`config.mk`:
```
export PLATFORM = sky130hd
export DESIGN_NAME = fctu_add
export DESIGN_NICKNAME = d
export VERILOG_FILES = /design/src/hw/rtl/fctu_add.sv
export SDC_FILE = /design/constraint.sdc
export NUM_CORES = 1
export LEC_CHECK = 0
export BUFFER_PORTS_ARGS = -buffer_cell sky130_fd_sc_hd__buf_2
export CORE_MARGIN = 2
export CORE_UTILIZATION = 45
export DETAILED_ROUTE_END_ITERATION = 7
export MAX_ROUTING_LAYER = met4
export PLACE_DENSITY = 0.79
export SYNTH_ARGS = -nofsm -noshare
export SYNTH_HDL_FRONTEND = slang
export SYNTH_SLANG_ARGS = --single-unit
```
`constraint.sdc`:
```
create_clock -name vclk -period 7.2
set_input_delay 1.44 -clock vclk [all_inputs]
set_output_delay 1.44 -clock vclk [all_outputs]
set_load 0.03 [all_outputs]
```
`src/hw/rtl/fctu_add.sv`:
```
// Shared 64-bit adder used for both counter updates of an increment.
// No dependencies.
module fctu_add (
	input  logic [63:0] a,
	input  logic [63:0] b,
	output logic [63:0] sum
);

	// wraps modulo 2^64
	assign sum = a + b;

endmodule

```
==> run_results.csv <==
group,metric,value,unit
timing,hold_ws,3.25,ns
die,start_util,0.464,
clock_tree,cts_resized,0,
place,gp_congestion,0.937,
timing,timing.setup.tns,0,ns
synth,synthTopCellsByArea,"ha_1, a21oi_1, xnor2_1",
die,dieArea,9230,sq um
clock_tree,postCtsSetupRepairBufs,0,
grt,grt_pass1_vias,4441,
finish,drive_above_1_share,0.298,
critical_path,worstPathRequired,5.76,ns
synth,synthTopCellsByCount,"a21oi_1, ha_1, nand2_1, nor2_1, xnor2_1",
die,chipHeight,96.1,um
critical_path,critPathCapture,"sum[44]",
synth,synth_top_area_share,0.207,
status,status,"complete, no violations",
critical_path,startpoint_type,"primary input",
timing,finalHoldViolations,0,
clock_tree,cts_hold_buf,0,
power,p_total,0.660,mW
timing,setup_viol,0,
synth,synth_fp_nets,747,
finish,nNetsFinal,920,
place,io_buffers,192,
critical_path,cp-startpoint,"a[0]",
finish,design.seq.count,0,
synth,yosys_warnings,0,
routing,ant_nets,0,
timing,drv_slew,0,
critical_path,crit_fanout,5,
grt,overflow,0,
finish,fin_area,4800,sq um
flow_run,drv_cap,0,
place,dp_hpwl,10700,um
timing,period_share,0.792,
finish,syn_to_final_growth,25.8,%
routing,drt_drc_violations_left,0,
synth,synth.most_common_cell,"a21oi_1",
routing,detail_route.iter0.violations,126,
power,ir_drop,84.5,uV
critical_path,cp.arrival,4.26,ns
synth,synth_seq_area_share,0,
power,power.density,137,nW/um^2
synth,synth_area_per_cell,6.88,sq um
grt,grt_pass1_wl,19100,um
hold_path,whs_path_depth,3,
synth,yosysTopAreaCell,"ha_1",
die,ios,192,
critical_path,worst-setup-path-type,"primary input to primary output",
synth,syn_area,3820,sq um
timing,period_needed,5.70,ns
grt,grtUsageTotal,0.254,
die,die_w,96.1,um
timing,max_clock_freq,0.175,GHz
die,rows,33,
routing,wl,12400,um
timing,relSlewSlack,0.640,
routing,wl_per_cell,15.0,um
die,core,8220,sq um
timing,rsz0062_at_grt,"no",
power,power_leakage,2.43,nW
grt,antenna_found_initial,0,
grt,grt_max_degree,12,
finish,register_area,0,sq um
timing,worst_slew_pin_slew,0.534,ns
synth,syn_inst,555,
routing,avgViaCountPerCell,5.77,
hold_path,min_path_type,"primary input to primary output",
routing,drt_first_pass_iters,4,
finish,clockBufferCount,0,
place,dpl_cell_area,4800,sq um
synth,ys_types,65,
routing,vias,4796,
critical_path,cp-end-kind,"primary output",
finish,n_antenna_cell,0,
finish,nFillCells,833,
## critical path, stage by stage
cell and delay, ns:
buf_2 0.10, ha_1 0.23, fa_1 0.42, a21oi_2 0.17
nor2_1 0.09, nor4_4 0.30, nor2_1 0.14, a21oi_4 0.22
a21oi_1 0.13, o32ai_1 0.49, o21ai_1 0.15, xor2_1 0.14
buf_2 0.21
## cells by family after synthesis
| family | share of synthesized area |
|---|---|
| compound gates | 0.372 |
| xor+xnor | 0.138 |
| fa+ha+maj | 0.212 |
| buf+inv | 0.0420 |
| simple gates | 0.236 |
## worst min-delay path by stage
stage	startpoint	end	slack (ns)
finish	b[0]	sum[0]	3.25
global route	b[0]	sum[0]	3.28
global placement	b[0]	sum[0]	3.24
floorplan	b[0]	sum[0]	3.14
detailed placement	b[0]	sum[0]	3.26
CTS	b[0]	sum[0]	3.26
## cell usage in the layout, fill, tap and decap left out, types with 3 or more instances in the layout
cell	instances
o21ai_1	15
nand4_1	17
a211oi_1	3
nand2b_1	5
nor3_1	9
o21ai_0	23
o21a_1	7
o21bai_1	13
nand3_1	18
nand2_1	52
nand3b_1	4
a21oi_1	75
ha_1	63
and3_1	6
xor2_1	23
xnor2_1	37
or3_1	3
o21ai_2	4
nor2_1	39
nor2b_1	6
a41oi_1	3
a31oi_1	6
a21o_1	35
o211ai_1	4
buf_2	192
inv_1	14
a21oi_2	4
and2_1	3
## routing by layer
metal,routed length [um],track usage,vias to the layer above
met5,0,-,-
met4,100,0.0250,0
li1,-,-,2417
met2,6130,0.473,155
met3,707,0.0141,10
met1,5490,0.310,2214
## stage by stage
step | setup WS, ns | util | std cells
after floorplan | 1.79 | - | 555
after global placement | 1.57 | 0.584 | 831
after detailed placement | 1.56 | 0.584 | 831
after CTS | 1.53 | 0.584 | 831
after global routing | 1.26 | 0.584 | 831
final | 1.50 | 0.584 | 831
## where the power goes
part / total (mW) / internal (mW) / switching (mW)
registers: 0 / 0 / 0
clock network: 0 / 0 / 0
logic: 0.660 / 0.230 / 0.430
total: 0.660 / 0.230 / 0.430
## cell type report
type | count | area (sq um) | share of cell area
Timing Repair Buffer | 192 | 961 | 0.200
Inverter | 14 | 52.6 | 0.0109
Tap cell | 105 | 131 | 0.0274
Multi-Input combinational cell | 520 | 3660 | 0.762
Note: power is estimated with default switching activity, not from simulation.
