$ cat src/hw/rtl/fctu_ram.sv
// Generic single write port, single read port RAM with registered read.
// No dependencies.
module fctu_ram #(
	parameter int unsigned WIDTH = 8,
	parameter int unsigned DEPTH = 16,
	localparam int unsigned AW = (DEPTH > 1) ? $clog2(DEPTH) : 1
) (
	input  logic             clk,
	input  logic             we,
	input  logic [AW-1:0]    waddr,
	input  logic [WIDTH-1:0] wdata,
	input  logic             re,
	input  logic [AW-1:0]    raddr,
	output logic [WIDTH-1:0] rdata
);

	logic [WIDTH-1:0] mem_q [DEPTH];
	logic [WIDTH-1:0] rdata_q;

	// write port
	always_ff @(posedge clk) begin
		if (we) begin
			mem_q[waddr] <= wdata;
		end
	end

	// registered read port
	always_ff @(posedge clk) begin
		if (re) begin
			rdata_q <= mem_q[raddr];
		end
	end

	assign rdata = rdata_q;

endmodule

$ cat config.mk
export PLATFORM = sky130hd
export DESIGN_NAME = fctu_ram
export DESIGN_NICKNAME = d
export VERILOG_FILES = /design/src/hw/rtl/fctu_ram.sv
export SDC_FILE = /design/constraint.sdc
export NUM_CORES = 1
export LEC_CHECK = 0
export BUFFER_PORTS_ARGS = -buffer_cell sky130_fd_sc_hd__buf_2
export CORE_UTILIZATION = 52
export DETAILED_ROUTE_END_ITERATION = 16
export PLACE_DENSITY = 0.69
export RECOVER_POWER = 50
export SKIP_LAST_GASP = 1
export SYNTH_ARGS = -nofsm -noshare
export SYNTH_HDL_FRONTEND = slang
export SYNTH_SLANG_ARGS = --single-unit
$ cat constraint.sdc
create_clock -name clk -period 2.1 [get_ports clk]
set_input_delay 0.105 -clock clk [delete_from_list [all_inputs] [get_ports clk]]
set_output_delay 0.105 -clock clk [all_outputs]
set_load 0.05 [all_outputs]
==> flow_summary.ini, run 1 <==
[floorplan]
die_h_um = 102.3
die_w_um = 102.3
design.core.area_mm2 = 0.009774
ios = 27
initial_core_util_pct = 53.48
dieArea_mm2 = 0.01046
fp-row-count = 36

[clock_network]
cts_tree = done
clk_latency_ns = 0.52
cts.clk_slew.worst_paths_ns = 0.06
cts_buffers = 17
cts_sinks = 136
ctsRootBufferMaster = clkbuf_8
h-tree-depth = 4
clockBufferDepth = 2

[sta]
tns_ns = 0
maxSlewViolCount = 0
fmax_mhz = 672.6
period_share_pct = 70.80
tightest_slew_ns = 0.8011
setup_viol = 0
relSlewSlack_pct = 46.48
fin_skew_ns = 0.004944
rsz0062_at_grt = no
hold_viol_final = 0
fin_crit_ns = 1.487

[setup_path]
path_max_fanout = 1
worst_ep_required_time_ns = 2.36
crit_path_end_kind = flip-flop
crit_family = multiplexers
critPathLaunchType = flip-flop
critPathSlowestCell = mux4_2
cp_data_arrival_time_ns = 1.75
max_stage_delay_ns = 0.48
setup.worst_path.class = reg2reg
path_buf_inv = 0
path_cells = mux4_2 -> a22oi_1 -> nand2_1

[power]
max-vdd-ir-drop_v = 0.0005299
power_density_mw_per_mm2 = 959.6
p_leak_uw = 0.002041

[logic_synthesis]
syn_area_per_cell_um2 = 22.83
netlist_area_mm2 = 0.005228
yosysUniqueCellTypes = 18
ys.warnings.count = 0
async_flop_share_pct = 0
yosysMostFrequentCell = edfxtp_1
synthCells = 229
synth_top_flop_cell = edfxtp_1
synth_top_area_share_pct = 78.12
yosys.area.top_type = edfxtp_1
synth_commonest_cells = edfxtp_1 (136), mux4_2 (18), a22oi_1 (16)
synth-edff-count = 136
syn_nets = 248
synth_area_leaders = edfxtp_1 (78%), mux4_2 (7.8%), mux4_1 (7.0%)
ys_seq_area_share_pct = 78.12
ys_seq_elements = 136

[cells_and_area]
layout-drive-gt1-share_pct = 23.10
fin_nets = 311
antennaDiodeCount = 0
nFillCells = 679
multi_input_area_mm2 = 0.001057
seq_area_mm2 = 0.004084
final_cell_area_mm2 = 0.006137
areaGrowthSynthToFinish_pct = 17.40

[place]
gp_congestion = 0.7184
placed_area_mm2 = 0.005593
place_hpwl_um = 5889
portBuffers = 26

[hold_path]
hp-class = in2reg

[outcome]
status = finished, final reports clean

[global_route]
antenna_found_initial = 0
grt-ovfl-total = 0
first_global_vias = 2540
grt_usage_pct = 21.36
grt_first_pass_wirelength_um = 14690
grt_max_degree = 33

[routing]
dr.pass1.iters = 4
vias = 2459
drt_wl_total_um = 9721
antenna_left = 0
drt-initial-drc-count = 109
vias_per_cell = 5.640
avgRoutedWirePerCell_um = 22.30
drc = 0

[job]
maxCapViolCount = 0
-- power breakdown --
| part | leakage [uW] | internal (uW) | switching, uW |
|---|---|---|---|
| Clock | 0.000240 | 1530 | 957 |
| Combinational | 0.000566 | 124 | 199 |
| Sequential | 0.00124 | 3060 | 16.2 |
-- worst min-delay path, delay by kind of cell --
kind | cells | cell delay (ns)
buffers and inverters | 2 | 0.32
AND/OR/NAND/NOR | 1 | 0.07
-- cell usage in the layout (no fill, tap or decap) --
master,synthesis,final
nand3b_1,2,2
buf_12,0,1
clkinv_1,0,4
and2_1,1,1
or3b_2,1,1
and2b_1,1,1
nor2_1,13,13
nand2_1,9,9
a22oi_1,16,16
clkinv_2,0,2
clkbuf_8,0,1
clkbuf_1,0,20
nor3_1,4,4
clkbuf_16,0,16
buf_4,1,10
buf_2,3,20
mux4_2,18,18
nand2b_1,2,2
bufinv_16,0,1
edfxtp_1,136,136
nor2b_1,1,1
nand3_1,1,1
mux4_1,14,14
dlygate4sd3_1,0,9
-- worst paths after layout --
| path | startpoint | endpoint | slack (ns) | depth (start not counted) |
|---|---|---|---|---|
| worst max register to register | mem_q[11][7]$_DFFE_PP_ | rdata[7]$_DFFE_PP_ | 0.61 | 3 |
| worst min register to register | mem_q[14][1]$_DFFE_PP_ | rdata[1]$_DFFE_PP_ | 0.75 | 3 |
| worst max-delay path | mem_q[11][7]$_DFFE_PP_ | rdata[7]$_DFFE_PP_ | 0.61 | 3 |
| worst min-delay path | waddr[0] | mem_q[4][3]$_DFFE_PP_ | 0.15 | 3 |
-- repair_timing --
item / 4_1_cts / 5_1_grt
hold buffers: 9 / 0
resized for setup: 0 / 0
endpoints found under the hold margin: 136 / 0
setup endpoints to repair: 0 / 0
buffers inserted: 0 / 0
-- logic make-up (layout without fill, tap and decap cells) --
family                 Yosys count  after routing  share of synthesized area (%)
multiplexers                    32             32                          14.79
AND/OR/NAND/NOR                 35             35                          3.136
AO/OA/AOI/OAI                   16             16                          2.298
buffers and inverters           10             84                          1.651
flip-flops                     136            136                          78.12
-- metal layers --
metal,vias up,GRT usage [%],part of all wire (%)
met1,1248,28.31,41
met4,0,9.451,1.6
met2,87,33.61,51
li1,1110,-,-
met5,-,0,0
met3,14,5.814,6.5
-- through the flow --
step | instances | total power, uW | setup slack [ns] | hold WS [ns] | util (%)
floorplan | 229 | 3328 | 0.5021 | 0.2039 | -
global placement | 397 | 3444 | 0.3674 | 0.4937 | 57.22
detailed placement | 397 | 3451 | 0.3574 | 0.5017 | 57.22
CTS | 436 | 5939 | 0.5748 | 0.1234 | 63.17
global route | 436 | 6064 | 0.5257 | 0.1567 | 62.79
finish | 436 | 5889 | 0.6132 | 0.1478 | 62.79
-- area by class of cell --
type | instances | area share [%]
sequential | 136 | 66.54
multi-input combinational | 83 | 17.23
clock buffer | 23 | 7.115
timing repair buffer | 54 | 5.505
tap | 133 | 2.712
clock inverter | 7 | 0.8970
-- sequential cells by signal, indices dropped and copies added (netlist names) --
register,count
mem_q,128
rdata,8
Note: power is estimated with default switching activity, not from simulation.
==> run 2: changes to the inputs <==
--- a/config.mk
+++ b/config.mk
@@ -5,6 +5,7 @@
 export SDC_FILE = /design/constraint.sdc
 export NUM_CORES = 1
 export LEC_CHECK = 0
+export ABC_AREA = 1
 export BUFFER_PORTS_ARGS = -buffer_cell sky130_fd_sc_hd__buf_2
 export CORE_UTILIZATION = 52
 export DETAILED_ROUTE_END_ITERATION = 16
==> constraint.sdc (replaced) <==
create_clock -name clk -period 1.4 [get_ports clk]
set_input_delay 0.07 -clock clk [delete_from_list [all_inputs] [get_ports clk]]
set_output_delay 0.07 -clock clk [all_outputs]
set_load 0.05 [all_outputs]
==> run 2 against run 1 <==
  * Worst hold slack got worse by 0.027 ns
  * Synthesized cell count rose by 140%
  * Register-to-register slack worse by 0.43 ns
  * Die area is 12% higher
  * Combinational power is 98% higher
  * Worst setup slack worse by 0.47 ns
  * Clock skew is 0.0029 ns higher
  * Global-route usage is 3.0 points higher
  * Sequential power increased by 50%
  * Flip-flop and latch count unchanged
  * Largest power group is now the clock network
==> flow_summary.ini, run 2 <==
[outcome]
status = finished, final reports clean

[global_route]
grt_max_degree = 65
antenna_found_initial = 0
grt_first_pass_wirelength_um = 19980
grt-ovfl-total = 0
first_global_vias = 3698
grt_usage_pct = 24.39

[place]
place_hpwl_um = 7738
placed_area_mm2 = 0.006211
portBuffers = 26
gp_congestion = 0.8191
pre_cts_slack_ns = 0.005812

[logic_synthesis]
yosysMostFrequentCell = nand2_1
synth_commonest_cells = nand2_1 (173), edfxtp_1 (136), inv_1 (100)
ys.warnings.count = 0
yosysUniqueCellTypes = 11
async_flop_share_pct = 0
ys_seq_elements = 136
yosys.area.top_type = edfxtp_1
syn_area_per_cell_um2 = 10.61
synth_top_area_share_pct = 69.85
netlist_area_mm2 = 0.005847
syn_nets = 570
synth_area_leaders = edfxtp_1 (70%), nand2_1 (11%), nand3_1 (8.3%)
ys_seq_area_share_pct = 69.85
synthCells = 551
synth_top_flop_cell = edfxtp_1
synth-edff-count = 136

[sta]
period_share_pct = 89.61
setup_viol = 0
maxSlewViolCount = 0
tns_ns = 0
tightest_slew_ns = 0.7809
rsz0062_at_grt = no
fmax_mhz = 797.1
relSlewSlack_pct = 47.94
holdWs_ns = 0.1208
fin_crit_ns = 1.254
hold_viol_final = 0
fin_ws_ns = 0.1455
fin_skew_ns = 0.007859

[clock_network]
ctsRootBufferMaster = clkbuf_8
cts_setup_buffers = 0
cts_buffers = 17
cts_tree = done
clk_latency_ns = 0.52
cts_sinks = 136
h-tree-depth = 4
clockBufferDepth = 2
cts.clk_slew.worst_paths_ns = 0.06

[setup_path]
critPathLaunch = rdata[5]$_DFFE_PP_
crit_family = flip-flops
reg2reg_from = mem_q[7][1]$_DFFE_PP_
max_stage_delay_ns = 0.38
critPathLaunchType = flip-flop
cp_data_arrival_time_ns = 1.18
critPathSlowestCell = edfxtp_1
crit_path_end_kind = primary output
path_max_fanout = 1
worst_ep_required_time_ns = 1.33
setup.worst_path.class = reg2out
path_buf_inv = 1
path_cells = buf_2

[power]
max-vdd-ir-drop_v = 0.0009298
power_density_mw_per_mm2 = 1488
p_leak_uw = 0.002949

[floorplan]
dieArea_mm2 = 0.01167
fp-row-count = 38
initial_core_util_pct = 53.70
ios = 27
die_w_um = 108.0
die_h_um = 108.0
design.core.area_mm2 = 0.01089

[routing]
drt-initial-drc-count = 283
drc = 0
dr.pass1.iters = 4
drt_wl_total_um = 13000
vias_per_cell = 5.074
vias = 3851
avgRoutedWirePerCell_um = 17.12
antenna_left = 0

[cells_and_area]
top_register = mem_q
layout_commonest_cell = nand2_1
antennaDiodeCount = 0
largest_reg_flops = 128
final_cell_area_mm2 = 0.006912
layout_common_cells = nand2_1 (173), edfxtp_1 (136), inv_1 (100)
fin_nets = 626
layout-drive-gt1-share_pct = 9.370
areaGrowthSynthToFinish_pct = 18.21

[hold_path]
hp-class = in2reg
hp-start = raddr[2]

[job]
maxCapViolCount = 0
==> run 2: cell types whose count changed in the layout (fill, tap and decap cells not counted), moves of 14 or more <==
cell / before / now
nand3_1: 1 / 97
inv_1: 0 / 100
nand2_1: 9 / 173
a22oi_1: 16 / 0
mux4_2: 18 / 0
mux4_1: 14 / 0
==> run 2: layout make-up <==
cell class / count / area, um^2
clock buffer: 18 / 417.9
clock inverter: 13 / 251.5
fill: 878 / 3976
inverter: 102 / 382.9
multi-input combinational: 289 / 1214
sequential: 136 / 4084
tap: 140 / 175.2
timing repair buffer: 61 / 386.6
==> run 2: cells by family (layout without fill, tap and decap cells) <==
group	Yosys count	after routing	synth area share, %
flops	136	136	69.85
simple gates	289	289	20.76
buf+inv	126	194	9.394
==> run 2: final timing paths <==
check,slack (ns),to,cells after the start
setup / recovery,0.15,rdata[5],1
hold / removal,0.12,rdata[7]$_DFFE_PP_,4
setup reg to reg,0.18,rdata[1]$_DFFE_PP_,6
hold reg to reg,0.73,rdata[7]$_DFFE_PP_,6
==> run 2: where the power goes <==
part	switching [uW]	total [uW]	internal [uW]	leakage [uW]
Sequential	26.1	4620	4590	0.00124
Combinational	458	638	180	0.00139
Clock	1610	5030	3420	0.000320
Total	2100	10300	8190	0.00295
==> run 2: what timing repair did <==
| item | in CTS | in global routing |
|---|---|---|
| hold endpoints to repair | 122 | 0 |
| hold buffers | 10 | 0 |
| resized for setup | 0 | 0 |
| setup endpoints to repair | 0 | 0 |
==> run 2: layer usage <==
layer | vias up | routed length [um] | track usage [%] | part of all wire, %
li1 | 1896 | - | - | -
met1 | 1789 | 5477 | 32.49 | 42
met2 | 151 | 6326 | 38.49 | 49
met3 | 15 | 975 | 5.184 | 7.5
met4 | 0 | 215 | 11.25 | 1.7
met5 | - | 0 | 0 | 0
==> run 2: metrics by stage <==
step | total power (uW) | util [%] | cells
3_3_place_gp | 5313 | 57.04 | 718
2_1_floorplan | 5084 | - | 551
3_5_place_dp | 5323 | 57.04 | 718
6_report | 10280 | 63.48 | 759
5_1_grt | 10570 | 63.48 | 759
4_1_cts | 10340 | 64.11 | 759
==> run 2: worst register-to-register path, cell delays in order (launching register included) <==
cell      delay, ns
edfxtp_1       0.38
inv_1          0.07
nand2_1        0.04
nand3_1        0.08
nand3_1        0.13
nand3_1        0.20
nand2_1        0.07
==> run 3: changes to the inputs <==
--- a/config.mk
+++ b/config.mk
@@ -7,6 +7,7 @@
 export LEC_CHECK = 0
 export ABC_AREA = 1
 export BUFFER_PORTS_ARGS = -buffer_cell sky130_fd_sc_hd__buf_2
+export CORE_MARGIN = 8
 export CORE_UTILIZATION = 52
 export DETAILED_ROUTE_END_ITERATION = 16
 export PLACE_DENSITY = 0.69
==> run 3 against run 2 <==
  * Count of clock-buffer cells in the layout unchanged
  * Largest power group unchanged
  * First-iteration DRC count increased by 61%
  * Worst setup slack better by 0.00098 ns
  * Combinational power is 0.9% higher
==> flow_summary.ini, run 3 (same netlist as run 2, synthesis figures left out) <==
[setup_path]
reg2reg_from = mem_q[3][7]$_DFFE_PP_
endpoint = rdata[7]
r2r-end = rdata[7]$_DFFE_PP_
r2r_setup_slack_ns = 0.22
max_stage_delay_ns = 0.37
cp_data_arrival_time_ns = 1.18
crit_path_end_kind = primary output
path_buf_inv = 1
path_cells = buf_2
critPathSlowestCell = edfxtp_1
r2r_cells = 6
setup.worst_path.class = reg2out
path_depth = 1
crit_family = flip-flops
worst_ep_required_time_ns = 1.33
path_max_fanout = 1
critPathLaunchType = flip-flop
critPathLaunch = rdata[7]$_DFFE_PP_

[power]
power_density_mw_per_mm2 = 1453
max-vdd-ir-drop_v = 0.0007454
p_leak_uw = 0.002914

[clock_network]
cts.clk_slew.worst_paths_ns = 0.06
clockBufferDepth = 2
cts_hold_buf = 10
h-tree-depth = 4
ctsRootBufferMaster = clkbuf_8
cts_resized = 0
cts_buffers = 17
cts_tree = done
clk_latency_ns = 0.53
cts_setup_buffers = 0
cts_sinks = 136

[place]
pre_cts_slack_ns = 0.09388
place_hpwl_um = 8267
portBuffers = 26
placed_area_mm2 = 0.006191
gp_congestion = 0.9209

[cells_and_area]
seq_area_mm2 = 0.004084
layout_commonest_cell = nand2_1
areaGrowthSynthToFinish_pct = 17.12
top_register = mem_q
final_cell_area_mm2 = 0.006848
nFillCells = 856
largest_reg_flops = 128
fin_nets = 625
layout-drive-gt1-share_pct = 9.532
multi_input_area_mm2 = 0.001214
layout_common_cells = nand2_1 (173), edfxtp_1 (136), inv_1 (100)
antennaDiodeCount = 0

[sta]
rsz0062_at_grt = no
fin_ws_ns = 0.1465
hold_viol_final = 0
relSlewSlack_pct = 48.71
setup_viol = 0
period_share_pct = 89.54
fmax_mhz = 797.8
fin_skew_ns = 0.01269
fin_crit_ns = 1.254
tightest_slew_ns = 0.7693
tns_ns = 0
maxSlewViolCount = 0

[global_route]
grt_max_degree = 65
grt_first_pass_wirelength_um = 21560
grt_usage_pct = 19.62
grt-ovfl-total = 0
antenna_found_initial = 0
first_global_vias = 4016

[floorplan]
fp-row-count = 38
design.core.area_mm2 = 0.01089
dieArea_mm2 = 0.01489
die_w_um = 122.0
initial_core_util_pct = 53.70
die_h_um = 122.0
ios = 27

[job]
maxCapViolCount = 0

[routing]
avgRoutedWirePerCell_um = 17.86
antenna_left = 0
dr.pass1.iters = 5
vias_per_cell = 5.283
drc = 0
drt_wl_total_um = 13560
drt-initial-drc-count = 456
vias = 4010

[outcome]
status = finished, final reports clean

[hold_path]
hp-class = in2reg
## run 3: layer usage
layer	wire length [um]	GRT usage [%]
met5	0	0
met1	5674	24.84
met4	382	9.329
met2	6575	31.02
met3	926	4.998
## run 3: how the worst min path moves through the flow
stage / end / cells after the start / start
2_1_floorplan: mem_q[0][0]$_DFFE_PP_ / 0 / wdata[0]
3_3_place_gp: rdata[2]$_DFFE_PP_ / 1 / re
3_5_place_dp: rdata[2]$_DFFE_PP_ / 1 / re
4_1_cts: rdata[4]$_DFFE_PP_ / 4 / raddr[2]
5_1_grt: rdata[7]$_DFFE_PP_ / 4 / raddr[2]
6_report: rdata[4]$_DFFE_PP_ / 4 / raddr[2]
## run 3: area by class of cell
class | instances | area share (%)
tap | 140 | 2.558
multi-input combinational | 289 | 17.72
clock buffer | 18 | 6.103
timing repair buffer | 60 | 5.390
sequential | 136 | 59.64
clock inverter | 14 | 2.997
inverter | 102 | 5.591
## run 3: through the flow
step	cells	hold slack, ns	total power, uW	utilization [%]
after floorplan	551	0.1689	5084	-
after global placement	717	0.4456	5306	56.86
after detailed placement	717	0.4433	5322	56.86
after CTS	759	0.1037	9994	63.50
after global routing	759	0.1283	10240	62.89
final	759	0.1166	9950	62.89
## run 3: power by group
part	switching, uW	internal, uW	total (uW)
Clock	1640	3050	4690
Combinational	467	176	644
Sequential	25.2	4590	4610
Total	2140	7810	9950
